## src/rtl/core/linear_probe_hash_table_defines.svh

```systemverilog
// Assertion helpers used by linear_probe_hash_table.
`ifndef LINEAR_PROBE_HASH_TABLE_DEFINES_SVH
`define LINEAR_PROBE_HASH_TABLE_DEFINES_SVH

// Same-cycle implication, sampled on clk, off during reset.
`define LPHT_ASSERT_IMP(label, ante, cons) \
  label: assert property (@(posedge clk) disable iff (!rst_n) (ante) |-> (cons)) \
    else $error("lpht: same-cycle check failed");

// Next-cycle implication, sampled on clk, off during reset.
`define LPHT_ASSERT_NXT(label, ante, cons) \
  label: assert property (@(posedge clk) disable iff (!rst_n) (ante) |=> (cons)) \
    else $error("lpht: next-cycle check failed");

`endif

```

## src/rtl/core/lpht_pkg.sv

```systemverilog
package lpht_pkg;

  localparam int TABLE_SIZE = 11;
  localparam int SLOT_W     = $clog2(TABLE_SIZE);
  localparam int REM_W      = SLOT_W + 1;

  localparam int KEY_W      = 31;
  localparam int VAL_W      = 32;
  localparam int ENTRY_W    = KEY_W + VAL_W;
  localparam int STATUS_W   = 2;
  localparam int SLOT_FW    = 4;

  localparam int MOD_DIGIT  = 4;
  localparam int MOD_STEPS  = (KEY_W + MOD_DIGIT - 1) / MOD_DIGIT;
  localparam int MOD_PAD_W  = MOD_STEPS * MOD_DIGIT;
  localparam int MOD_CNT_W  = (MOD_STEPS > 1) ? $clog2(MOD_STEPS) : 1;

  localparam logic [STATUS_W-1:0] ST_INSERTED  = 2'd0;
  localparam logic [STATUS_W-1:0] ST_FOUND     = 2'd1;
  localparam logic [STATUS_W-1:0] ST_NOT_FOUND = 2'd2;
  localparam logic [STATUS_W-1:0] ST_FULL      = 2'd3;

endpackage

```

## src/rtl/core/lpht_ram.sv

```systemverilog
module lpht_ram #(
  parameter int WIDTH = 8,
  parameter int DEPTH = 16
) (
  input  logic                     clk,
  input  logic                     we,
  input  logic [$clog2(DEPTH)-1:0] waddr,
  input  logic [WIDTH-1:0]         wdata,
  input  logic [$clog2(DEPTH)-1:0] raddr,
  output logic [WIDTH-1:0]         rdata
);

  logic [WIDTH-1:0] mem [DEPTH];

  always_ff @(posedge clk) begin
    if (we) begin
      mem[waddr] <= wdata;
    end
    rdata <= mem[raddr];
  end

endmodule

```

## src/rtl/core/lpht_mod.sv

```systemverilog
module lpht_mod
  import lpht_pkg::*;
(
  input  logic              clk,
  input  logic              rst_n,
  input  logic              start,
  input  logic [KEY_W-1:0]  key,
  output logic              done,
  output logic [SLOT_W-1:0] rem
);

  logic                 busy_r, busy_nxt;
  logic                 done_r, done_nxt;
  logic [MOD_CNT_W-1:0] cnt_r, cnt_nxt;
  logic [MOD_PAD_W-1:0] sh_r, sh_nxt;
  logic [SLOT_W-1:0]    rem_r, rem_nxt;

  logic [SLOT_W-1:0]    step_rem;
  logic [REM_W-1:0]     trial;
  logic [MOD_DIGIT-1:0] digit;

  always_comb begin
    digit    = sh_r[MOD_PAD_W-1 -: MOD_DIGIT];
    step_rem = rem_r;
    trial    = '0;
    for (int i = MOD_DIGIT - 1; i >= 0; i--) begin
      trial = {step_rem, digit[i]};
      if (trial >= REM_W'(TABLE_SIZE)) begin
        trial = trial - REM_W'(TABLE_SIZE);
      end
      step_rem = trial[SLOT_W-1:0];
    end
  end

  always_comb begin
    busy_nxt = busy_r;
    done_nxt = 1'b0;
    cnt_nxt  = cnt_r;
    sh_nxt   = sh_r;
    rem_nxt  = rem_r;
    if (start) begin
      busy_nxt = 1'b1;
      cnt_nxt  = '0;
      sh_nxt   = MOD_PAD_W'(key);
      rem_nxt  = '0;
    end else if (busy_r) begin
      rem_nxt = step_rem;
      sh_nxt  = sh_r << MOD_DIGIT;
      cnt_nxt = cnt_r + MOD_CNT_W'(1);
      if (cnt_r == MOD_CNT_W'(MOD_STEPS - 1)) begin
        busy_nxt = 1'b0;
        done_nxt = 1'b1;
      end
    end
  end

  always_ff @(posedge clk) begin
    if (!rst_n) begin
      busy_r <= 1'b0;
      done_r <= 1'b0;
      cnt_r  <= '0;
    end else begin
      busy_r <= busy_nxt;
      done_r <= done_nxt;
      cnt_r  <= cnt_nxt;
    end
    sh_r  <= sh_nxt;
    rem_r <= rem_nxt;
  end

  assign done = done_r;
  assign rem  = rem_r;

endmodule

```

## src/rtl/core/linear_probe_hash_table.sv

```systemverilog
// channel | signals                                  | direction
// in      | in_valid in_ready in_req_type in_key     | beat in
//         | in_value                                 |
// out     | out_valid out_ready out_status out_slot  | beat out
//         | out_found_value                          |
//
// A request is taken only while the block is idle; one request at a time.
// Hash: key mod TABLE_SIZE, four key bits per cycle, then one done strobe.
// Insert: slots probed in turn in the occupancy flops, 1 to TABLE_SIZE of them.
// Search: probes read the key/value RAM in turn; compares use its registered data.
// One more cycle moves the result into the output register; hold there while
// it still holds an unaccepted beat. Reset clears occupancy at once.
module linear_probe_hash_table
  import lpht_pkg::*;
(
  input  logic                clk,
  input  logic                rst_n,
  input  logic                in_valid,
  output logic                in_ready,
  input  logic                in_req_type,
  input  logic [KEY_W-1:0]    in_key,
  input  logic [VAL_W-1:0]    in_value,
  output logic                out_valid,
  input  logic                out_ready,
  output logic [STATUS_W-1:0] out_status,
  output logic [SLOT_FW-1:0]  out_slot,
  output logic [VAL_W-1:0]    out_found_value
);

`include "linear_probe_hash_table_defines.svh"

  localparam logic [2:0] S_IDLE = 3'd0;
  localparam logic [2:0] S_MOD  = 3'd1;
  localparam logic [2:0] S_INS  = 3'd2;
  localparam logic [2:0] S_SRCH = 3'd3;
  localparam logic [2:0] S_OUT  = 3'd4;

  logic [2:0]          state_r, state_nxt;
  logic                req_r, req_nxt;
  logic [KEY_W-1:0]    key_r, key_nxt;
  logic [VAL_W-1:0]    val_r, val_nxt;
  logic [SLOT_W-1:0]   pos_r, pos_nxt;
  logic [SLOT_W-1:0]   n_r, n_nxt;
  logic [SLOT_W-1:0]   cmp_pos_r, cmp_pos_nxt;
  logic [SLOT_W-1:0]   cmp_n_r, cmp_n_nxt;
  logic                cmp_vld_r, cmp_vld_nxt;
  logic [TABLE_SIZE-1:0] occ_r, occ_nxt;
  logic [STATUS_W-1:0] res_status_r, res_status_nxt;
  logic [SLOT_W-1:0]   res_slot_r, res_slot_nxt;
  logic [VAL_W-1:0]    res_val_r, res_val_nxt;
  logic                out_valid_r, out_valid_nxt;
  logic [STATUS_W-1:0] out_status_r, out_status_nxt;
  logic [SLOT_FW-1:0]  out_slot_r, out_slot_nxt;
  logic [VAL_W-1:0]    out_val_r, out_val_nxt;

  logic                mod_start;
  logic                mod_done;
  logic [SLOT_W-1:0]   mod_rem;
  logic                ram_we;
  logic [ENTRY_W-1:0]  rd_data;
  logic [KEY_W-1:0]    rd_key;
  logic [VAL_W-1:0]    rd_val;
  logic [SLOT_W-1:0]   pos_inc;
  logic                accept;
  logic                out_miss;
  logic                out_zero;

  lpht_mod u_mod (
    .clk   (clk),
    .rst_n (rst_n),
    .start (mod_start),
    .key   (in_key),
    .done  (mod_done),
    .rem   (mod_rem)
  );

  lpht_ram #(
    .WIDTH (ENTRY_W),
    .DEPTH (TABLE_SIZE)
  ) u_ram (
    .clk   (clk),
    .we    (ram_we),
    .waddr (pos_r),
    .wdata ({key_r, val_r}),
    .raddr (pos_r),
    .rdata (rd_data)
  );

  assign rd_key    = rd_data[ENTRY_W-1 -: KEY_W];
  assign rd_val    = rd_data[VAL_W-1:0];
  assign in_ready  = (state_r == S_IDLE);
  assign accept    = in_valid && in_ready;
  assign mod_start = accept;
  assign pos_inc   = (pos_r == SLOT_W'(TABLE_SIZE - 1)) ? '0 : pos_r + SLOT_W'(1);

  always_comb begin
    state_nxt      = state_r;
    req_nxt        = req_r;
    key_nxt        = key_r;
    val_nxt        = val_r;
    pos_nxt        = pos_r;
    n_nxt          = n_r;
    cmp_pos_nxt    = cmp_pos_r;
    cmp_n_nxt      = cmp_n_r;
    cmp_vld_nxt    = cmp_vld_r;
    occ_nxt        = occ_r;
    res_status_nxt = res_status_r;
    res_slot_nxt   = res_slot_r;
    res_val_nxt    = res_val_r;
    out_valid_nxt  = out_valid_r && !out_ready;
    out_status_nxt = out_status_r;
    out_slot_nxt   = out_slot_r;
    out_val_nxt    = out_val_r;
    ram_we         = 1'b0;

    unique case (state_r)
      S_IDLE: begin
        if (accept) begin
          req_nxt   = in_req_type;
          key_nxt   = in_key;
          val_nxt   = in_value;
          state_nxt = S_MOD;
        end
      end
      S_MOD: begin
        if (mod_done) begin
          pos_nxt     = mod_rem;
          n_nxt       = '0;
          cmp_vld_nxt = 1'b0;
          state_nxt   = req_r ? S_SRCH : S_INS;
        end
      end
      S_INS: begin
        if (!occ_r[pos_r]) begin
          ram_we         = 1'b1;
          occ_nxt[pos_r] = 1'b1;
          res_status_nxt = ST_INSERTED;
          res_slot_nxt   = pos_r;
          res_val_nxt    = '0;
          state_nxt      = S_OUT;
        end else if (n_r == SLOT_W'(TABLE_SIZE - 1)) begin
          res_status_nxt = ST_FULL;
          res_slot_nxt   = '0;
          res_val_nxt    = '0;
          state_nxt      = S_OUT;
        end else begin
          pos_nxt = pos_inc;
          n_nxt   = n_r + SLOT_W'(1);
        end
      end
      S_SRCH: begin
        cmp_pos_nxt = pos_r;
        cmp_n_nxt   = n_r;
        cmp_vld_nxt = 1'b1;
        pos_nxt     = pos_inc;
        if (n_r != SLOT_W'(TABLE_SIZE - 1)) begin
          n_nxt = n_r + SLOT_W'(1);
        end
        if (cmp_vld_r) begin
          if (!occ_r[cmp_pos_r]) begin
            res_status_nxt = ST_NOT_FOUND;
            res_slot_nxt   = '0;
            res_val_nxt    = '0;
            cmp_vld_nxt    = 1'b0;
            state_nxt      = S_OUT;
          end else if (rd_key == key_r) begin
            res_status_nxt = ST_FOUND;
            res_slot_nxt   = cmp_pos_r;
            res_val_nxt    = rd_val;
            cmp_vld_nxt    = 1'b0;
            state_nxt      = S_OUT;
          end else if (cmp_n_r == SLOT_W'(TABLE_SIZE - 1)) begin
            res_status_nxt = ST_NOT_FOUND;
            res_slot_nxt   = '0;
            res_val_nxt    = '0;
            cmp_vld_nxt    = 1'b0;
            state_nxt      = S_OUT;
          end
        end
      end
      S_OUT: begin
        if (!out_valid_r || out_ready) begin
          out_valid_nxt  = 1'b1;
          out_status_nxt = res_status_r;
          out_slot_nxt   = SLOT_FW'(res_slot_r);
          out_val_nxt    = res_val_r;
          state_nxt      = S_IDLE;
        end
      end
      default: begin
        state_nxt = S_IDLE;
      end
    endcase
  end

  always_ff @(posedge clk) begin
    if (!rst_n) begin
      state_r     <= S_IDLE;
      occ_r       <= '0;
      cmp_vld_r   <= 1'b0;
      out_valid_r <= 1'b0;
    end else begin
      state_r     <= state_nxt;
      occ_r       <= occ_nxt;
      cmp_vld_r   <= cmp_vld_nxt;
      out_valid_r <= out_valid_nxt;
    end
    req_r        <= req_nxt;
    key_r        <= key_nxt;
    val_r        <= val_nxt;
    pos_r        <= pos_nxt;
    n_r          <= n_nxt;
    cmp_pos_r    <= cmp_pos_nxt;
    cmp_n_r      <= cmp_n_nxt;
    res_status_r <= res_status_nxt;
    res_slot_r   <= res_slot_nxt;
    res_val_r    <= res_val_nxt;
    out_status_r <= out_status_nxt;
    out_slot_r   <= out_slot_nxt;
    out_val_r    <= out_val_nxt;
  end

  assign out_valid       = out_valid_r;
  assign out_status      = out_status_r;
  assign out_slot        = out_slot_r;
  assign out_found_value = out_val_r;

  assign out_miss = out_valid_r && (out_status_r == ST_NOT_FOUND || out_status_r == ST_FULL);
  assign out_zero = (out_slot_r == '0) && (out_val_r == '0);

  `LPHT_ASSERT_IMP(a_miss_zero, out_miss, out_zero)
  `LPHT_ASSERT_NXT(a_write_marks, ram_we, occ_r[$past(pos_r)])
  `LPHT_ASSERT_IMP(a_home_range, mod_done, mod_rem < SLOT_W'(TABLE_SIZE))

endmodule

```

## config.mk

```make
export PLATFORM = sky130hd
export DESIGN_NAME = linear_probe_hash_table
export DESIGN_NICKNAME = d
export VERILOG_FILES = /design/src/rtl/core/lpht_pkg.sv /design/src/rtl/core/lpht_ram.sv /design/src/rtl/core/lpht_mod.sv /design/src/rtl/core/linear_probe_hash_table.sv
export VERILOG_INCLUDE_DIRS = /design/src /design/src/rtl/core
export SDC_FILE = /design/constraint.sdc
export NUM_CORES = 1
export LEC_CHECK = 0
export ABC_AREA = 1
export BUFFER_PORTS_ARGS = -buffer_cell sky130_fd_sc_hd__buf_2
export CAP_MARGIN = 20
export CORE_MARGIN = 3
export CORE_UTILIZATION = 61
export CTS_CLUSTER_SIZE = 30
export DETAILED_ROUTE_END_ITERATION = 7
export GPL_TIMING_DRIVEN = 0
export PLACE_DENSITY = 0.78
export SLEW_MARGIN = 5
export SYNTH_ARGS = -nofsm -noshare
export SYNTH_HDL_FRONTEND = slang
export SYNTH_SLANG_ARGS = --single-unit
export TNS_END_PERCENT = 100
```

## constraint.sdc

```tcl
create_clock -name clk -period 8 [get_ports clk]
set_clock_uncertainty 0.05 [all_clocks]
set_input_delay 0.8 -clock clk [delete_from_list [all_inputs] [get_ports clk]]
set_output_delay 0.8 -clock clk [all_outputs]
set_load 0.05 [all_outputs]
```

# Word-level counts from Yosys, hierarchy flattened
# Memories as Yosys holds them, arrays and structs flattened. A register that Yosys moved wholly into a read port is not among the register bits.
# Cells that the tools add are included.
[word_totals]
regBits = 213
mem_count = 1
out_inout_bits = 40
ramBits = 693
elab_cells = 152
input_bits = 68
[classes]
magnitude_cmp = 7
bitwise = 4
mux = 70
n_addsub = 7
n_eq_ne = 19
reduce_logical = 21
[mem_list]
columns = ["name", "depth", "word_bits", "rd", "rd_ports_with_merged_regs", "write_ports", "line", "source"]
rows = [
  ["u_ram.mem", 11, 63, 1, 1, 1, "lpht_ram.sv:13", "logic [WIDTH-1:0] mem [DEPTH];"],
]
[op_table]
columns = ["op", "n"]
rows = [
  ["two-way mux 32 bit", 6],
  ["two-way mux 4 bit", 18],
  ["one-hot mux 32 bit (2 select lines)", 1],
  ["two-way mux 31 bit", 2],
  ["== test 31 bit", 1],
  ["two-way mux 3 bit", 9],
  ["one-hot mux 4 bit (3 select lines)", 2],
  ["greater-or-equal comparator 5 x 4 -> 1 bit, second input constant", 4],
  ["two-way mux 1 bit", 19],
  ["subtractor 4 bit, second input constant", 4],
  ["one-hot mux 3 bit (5 select lines)", 1],
  ["== test 4 bit, second input constant", 3],
  ["two-way mux 2 bit", 6],
  ["bitwise OR 11 bit", 1],
  ["less-than comparator 4 x 5 -> 1 bit, second input constant", 2],
  ["!= test 2 bit, second input constant", 5],
  ["adder 4 x 1 -> 4 bit, second input constant", 2],
  ["binary-select mux 1 bit (select 4 bit)", 2],
  ["!= test 4 bit, second input constant", 2],
  ["one-hot mux 4 bit (2 select lines)", 1],
  ["AND reduction 2 bit", 4],
  ["AND reduction 4 bit", 2],
  ["== test 3 x 2 -> 1 bit, second input constant", 2],
  ["== test 3 bit, second input constant", 2],
  ["other kinds (19)", 27],
]

# Depth between registers and ports, before layout
[depth]
word_depth = 8
mapped_depth = 28
ltp_nobuf = 28

# By module
# From an unflattened synthesis, not the netlist that was laid out.
[unflattened]
cells_unflattened = 3386
hier_area_um2 = 38946.1
[modules_own_cells]
columns = ["module", "instances", "cells_each", "seq_area_each_um2", "area_each_um2"]
rows = [
  ["lpht_ram", 1, 2619, 22071.2, 30103.9],
  ["linear_probe_hash_table", 1, 501, 5004.8, 6581.3],
  ["lpht_mod", 1, 266, 1131.1, 2260.9],
]

# Least setup slack after synthesis
# OpenSTA, ideal clock, no wires.
[synth_timing]
kind = "register to register"
from = "register pos_r[1]"
to = "memory u_ram.mem[9][0] (netlist bit), enable pin"
n_path_buf = 1
slack_ns = 1.615
arrival_time_ns = 5.771
synth_period_minus_slack_ns = 6.385
required_ns = 7.386
stages_incl_launch_ff = 10
setup_time_ns = 0.564
cell_sequence = "edfxtp_1 > nor2_1 > clkbuf_1 > nand2_1 > o21ai_0 > o21ai_0 > o211ai_1 > nor2_1 > clkinv_1 > nor3_1"
[synth_between]
elab_chain_len = 6
[synth_rtl]
columns = ["item", "line", "source"]
rows = [
  ["from (decl)", "linear_probe_hash_table.sv:42", "logic [SLOT_W-1:0] pos_r, pos_nxt;"],
  ["from (signal assigned)", "linear_probe_hash_table.sv:211", "pos_r <= pos_nxt;"],
  ["binary-select mux 1 bit (select 4 bit)", "linear_probe_hash_table.sv:134", "if (!occ_r[pos_r]) begin"],
  ["two-way mux 1 bit (implied by the code)", "linear_probe_hash_table.sv:134", ""],
  ["two-way mux 1 bit", "linear_probe_hash_table.sv:134", ""],
  ["two-way mux 1 bit", "linear_probe_hash_table.sv:116", "unique case (state_r)"],
  ["two-way mux 1 bit", "lpht_ram.sv:16", "if (we) begin"],
  ["two-way mux 1 bit (implied by the code)", "lpht_ram.sv:17", "mem[waddr] <= wdata;"],
  ["to (decl)", "lpht_ram.sv:13", ""],
]
# Parallel ways exist; a longest one is shown, timed or not. The select of a mux whose other input is x is not followed.

# Final worst setup path
[layout_timing]
from = "register pos_r[1]"
to = "memory u_ram.mem[7][34] (netlist bit), enable pin"
# Same word-level chain as after synthesis.

==> key figures <==
Clock network
  • Htree depth: 3
  • Clk buf depth: 3
  • Clock transition at path regs: 70 ps
  • TritonCTS Buffers: 91
  • CTS tree: yes
  • Post_cts resized: 0
  • Post-CTS setup buffer count: 0
  • CTS sink count: 969
  • Root buffer cell: clkbuf_16
  • Cts hold-fix bufs: 0
  • Clk_lat worst skew: 650 ps

Timing
  • Final setup viols: 0
  • WHS: 276 ps
  • Max_slew headroom: 0.275
  • Endpoints failing hold: 0
  • Tcrit/Tclk final: 0.551
  • Max Clock Freq: 227 MHz
  • Worst-Margin Slew: 1080 ps
  • RSZ-0062 raised after global routing: false
  • Fin. max-slew vios: 0
  • Post-layout minimum cycle time: 4410 ps

Global routing
  • Vias in the first global route: 21500
  • Number of antenna violations at the first check in global routing: 0
  • Largest net degree at the start of global routing: 38
  • First-pass GRT wire length: 128 mm
  • GRT Util Overall: 0.285
  • GR Overflow Total: 0

Status
  • Status: finished, final reports clean

Worst hold path
  • Worst hold start: in_value[24]
  • Hold EP: val_r[24]
  • Worst hold stages: 1
  • Worst hold path type: in -> reg

Setup path
  • Req. time, crit path: 8280 ps
  • Endpoint type of the worst setup path: register
  • Worst flop-to-flop path endpoint: u_ram.mem[7][34]
  • Worst setup path class: reg -> reg
  • R2r setup slk: 3590 ps
  • Top fanout value on the critical path: 10
  • Reg-to-Reg Start: pos_r[1]
  • FF-to-FF path depth: 12
  • Worst setup SP type: register
  • CP Data Arrival Time: 4700 ps

Logic synthesis
  • Count of different cell masters after synthesis: 38
  • Ys Warns: 0
  • Post-synth design cell area: 35200 um^2
  • Post-Syn Area per Cell: 15.4 um^2
  • Synthesized instance count: 2283
  • Syn_nets: 2359
  • Flops & latches, synth: 969
  • Seq/Total Area, Yosys: 0.802

Place
  • Placed instance area: 37600 um^2
  • DP Cell Count: 3225
  • Gpl congestion: 0.829
  • PortBufs: 107
  • Detail Placement HPWL: 53.0 mm

Floorplan
  • Ports: 108
  • Die Ht: 246 um
  • Die W: 246 um
  • Initial core utilization: 0.620
  • Die area: 60500 um^2
  • Core area: 56700 um^2
  • Row cnt: 87

Drt
  • Routed wire length: 85.6 mm
  • DRC viols: 0
  • Drt initial violations: 3144
  • WL/cell: 25.2 um
  • Vias: 21400
  • Initial DRT Pass Iterations: 5
  • Antenna viol nets, final: 0
  • Routed vias/inst: 6.29

Layout
  • Commonest non-fill, non-tap cell in the layout: edfxtp_1
  • Commonest non-fill, non-tap cells in the layout: 880 x edfxtp_1, 351 x nand2_1, 253 x a22oi_1
  • Share of cells above drive strength 1: 0.143
  • Post-Layout Cell Count: 3396
  • Nets@finish: 2638
  • Antenna Diode Count: 0
  • Area delta synth->final: 16.1%
  • Final instance area: 40800 um^2

Job
  • Max Cap Violations: 0

Power and ir drop
  • Peak VDD IR: 246 uV
  • P_leak: 14.5 nW
  • Power per Cell Area: 289 nW/um^2
## cell type report
type | count | area [um^2]
Sequential cell | 969 | 28200
Multi-Input combinational cell | 1107 | 6240
Tap cell | 756 | 946
Buffer | 107 | 403
Clock buffer | 116 | 2510
Inverter | 100 | 378
Clock inverter | 55 | 716
Timing Repair Buffer | 186 | 1390
Fill cell | 3255 | 15900
## critical path, cell delays in order, from the launching register on
cell      delay (ps)
edfxtp_1         500
nor2_1           130
clkbuf_1         430
nand2_1          170
o21ai_0           90
o21ai_0          160
o211ai_1         230
nor2_1           210
clkinv_1         410
nor3_2           860
buf_4            370
buf_4            250
buf_4            230
## worst max path at each step
stage / start / to
final: pos_r[1] / u_ram.mem[7][34]
after global placement: pos_r[0] / u_ram.mem[3][38]
after detailed placement: key_r[0] / res_val_r[20]
after CTS: key_r[0] / res_val_r[12]
after global routing: pos_r[1] / u_ram.mem[7][34]
after floorplan: pos_r[1] / u_ram.mem[9][0]
## power breakdown
part,switching [mW],internal (mW)
clock,1.85,2.75
combinational,0.898,0.415
sequential,0.154,5.73
## flip-flops by register name, summed over array words and instances (netlist names), 11 cells and up
signal / flops
key_r: 31
occ_r: 11
out_found_value: 32
res_val_r: 32
u_mod.sh_r: 32
u_ram.mem: 693
u_ram.rdata: 63
val_r: 32
## cells in the mapped netlist
cell	number	share of area
a2111oi_0	1	0.00025
a211o_1	63	0.016
a211oi_1	1	0.00021
a21o_1	1	0.00021
a21oi_1	146	0.021
a21oi_2	1	0.00025
a22oi_1	253	0.054
a31oi_1	4	0.00071
a32o_1	1	0.00028
buf_1	9	0.00096
clkbuf_1	98	0.010
clkinv_1	1	0.00011
dfxtp_1	89	0.051
edfxtp_1	880	0.75
ha_1	8	0.0028
inv_1	97	0.010
inv_2	2	0.00021
nand2_1	352	0.038
nand2_2	12	0.0021
nand2_4	1	0.00032
nand3_1	84	0.012
nand3_2	4	0.0011
nand4_1	4	0.00071
nor2_1	85	0.0091
nor3_1	15	0.0021
nor4_1	5	0.00089
o2111ai_1	1	0.00025
o211ai_1	1	0.00021
o21a_1	2	0.00043
o21ai_0	19	0.0027
o21ai_1	1	0.00014
o21ai_2	2	0.00050
o22ai_1	2	0.00036
o32ai_1	1	0.00025
or2_2	4	0.00071
xnor2_1	14	0.0035
xor2_1	17	0.0042
xor2_2	2	0.00093
## cell families after synthesis
group	count (synthesis)	share of synthesized area
flip-flops	969	0.802
AO/OA/AOI/OAI	500	0.0973
buffers and inverters	207	0.0221
AND/OR/NAND/NOR	566	0.0667
adder cells (fa/ha/maj)	8	0.00285
XOR/XNOR	33	0.00865
## through the flow
step	setup slack, ps	power, mW	utilization	setup TNS, ps
after floorplan	1610	6.80	-	0
after global placement	-3480	7.17	0.646	-1882210
after detailed placement	3760	7.25	0.662	0
after CTS	3690	11.8	0.719	0
after global routing	3510	12.2	0.719	0
final	3590	11.8	0.719	0
## routing by layer
metal | vias to the layer above | part of all wire | global-route usage
met3 | 241 | 0.10 | 0.0549
met5 | - | 0 | 0
li1 | 9182 | - | -
met1 | 10500 | 0.37 | 0.374
met2 | 1448 | 0.50 | 0.476
met4 | 0 | 0.034 | 0.109
Note: power is estimated with default switching activity, not from simulation.
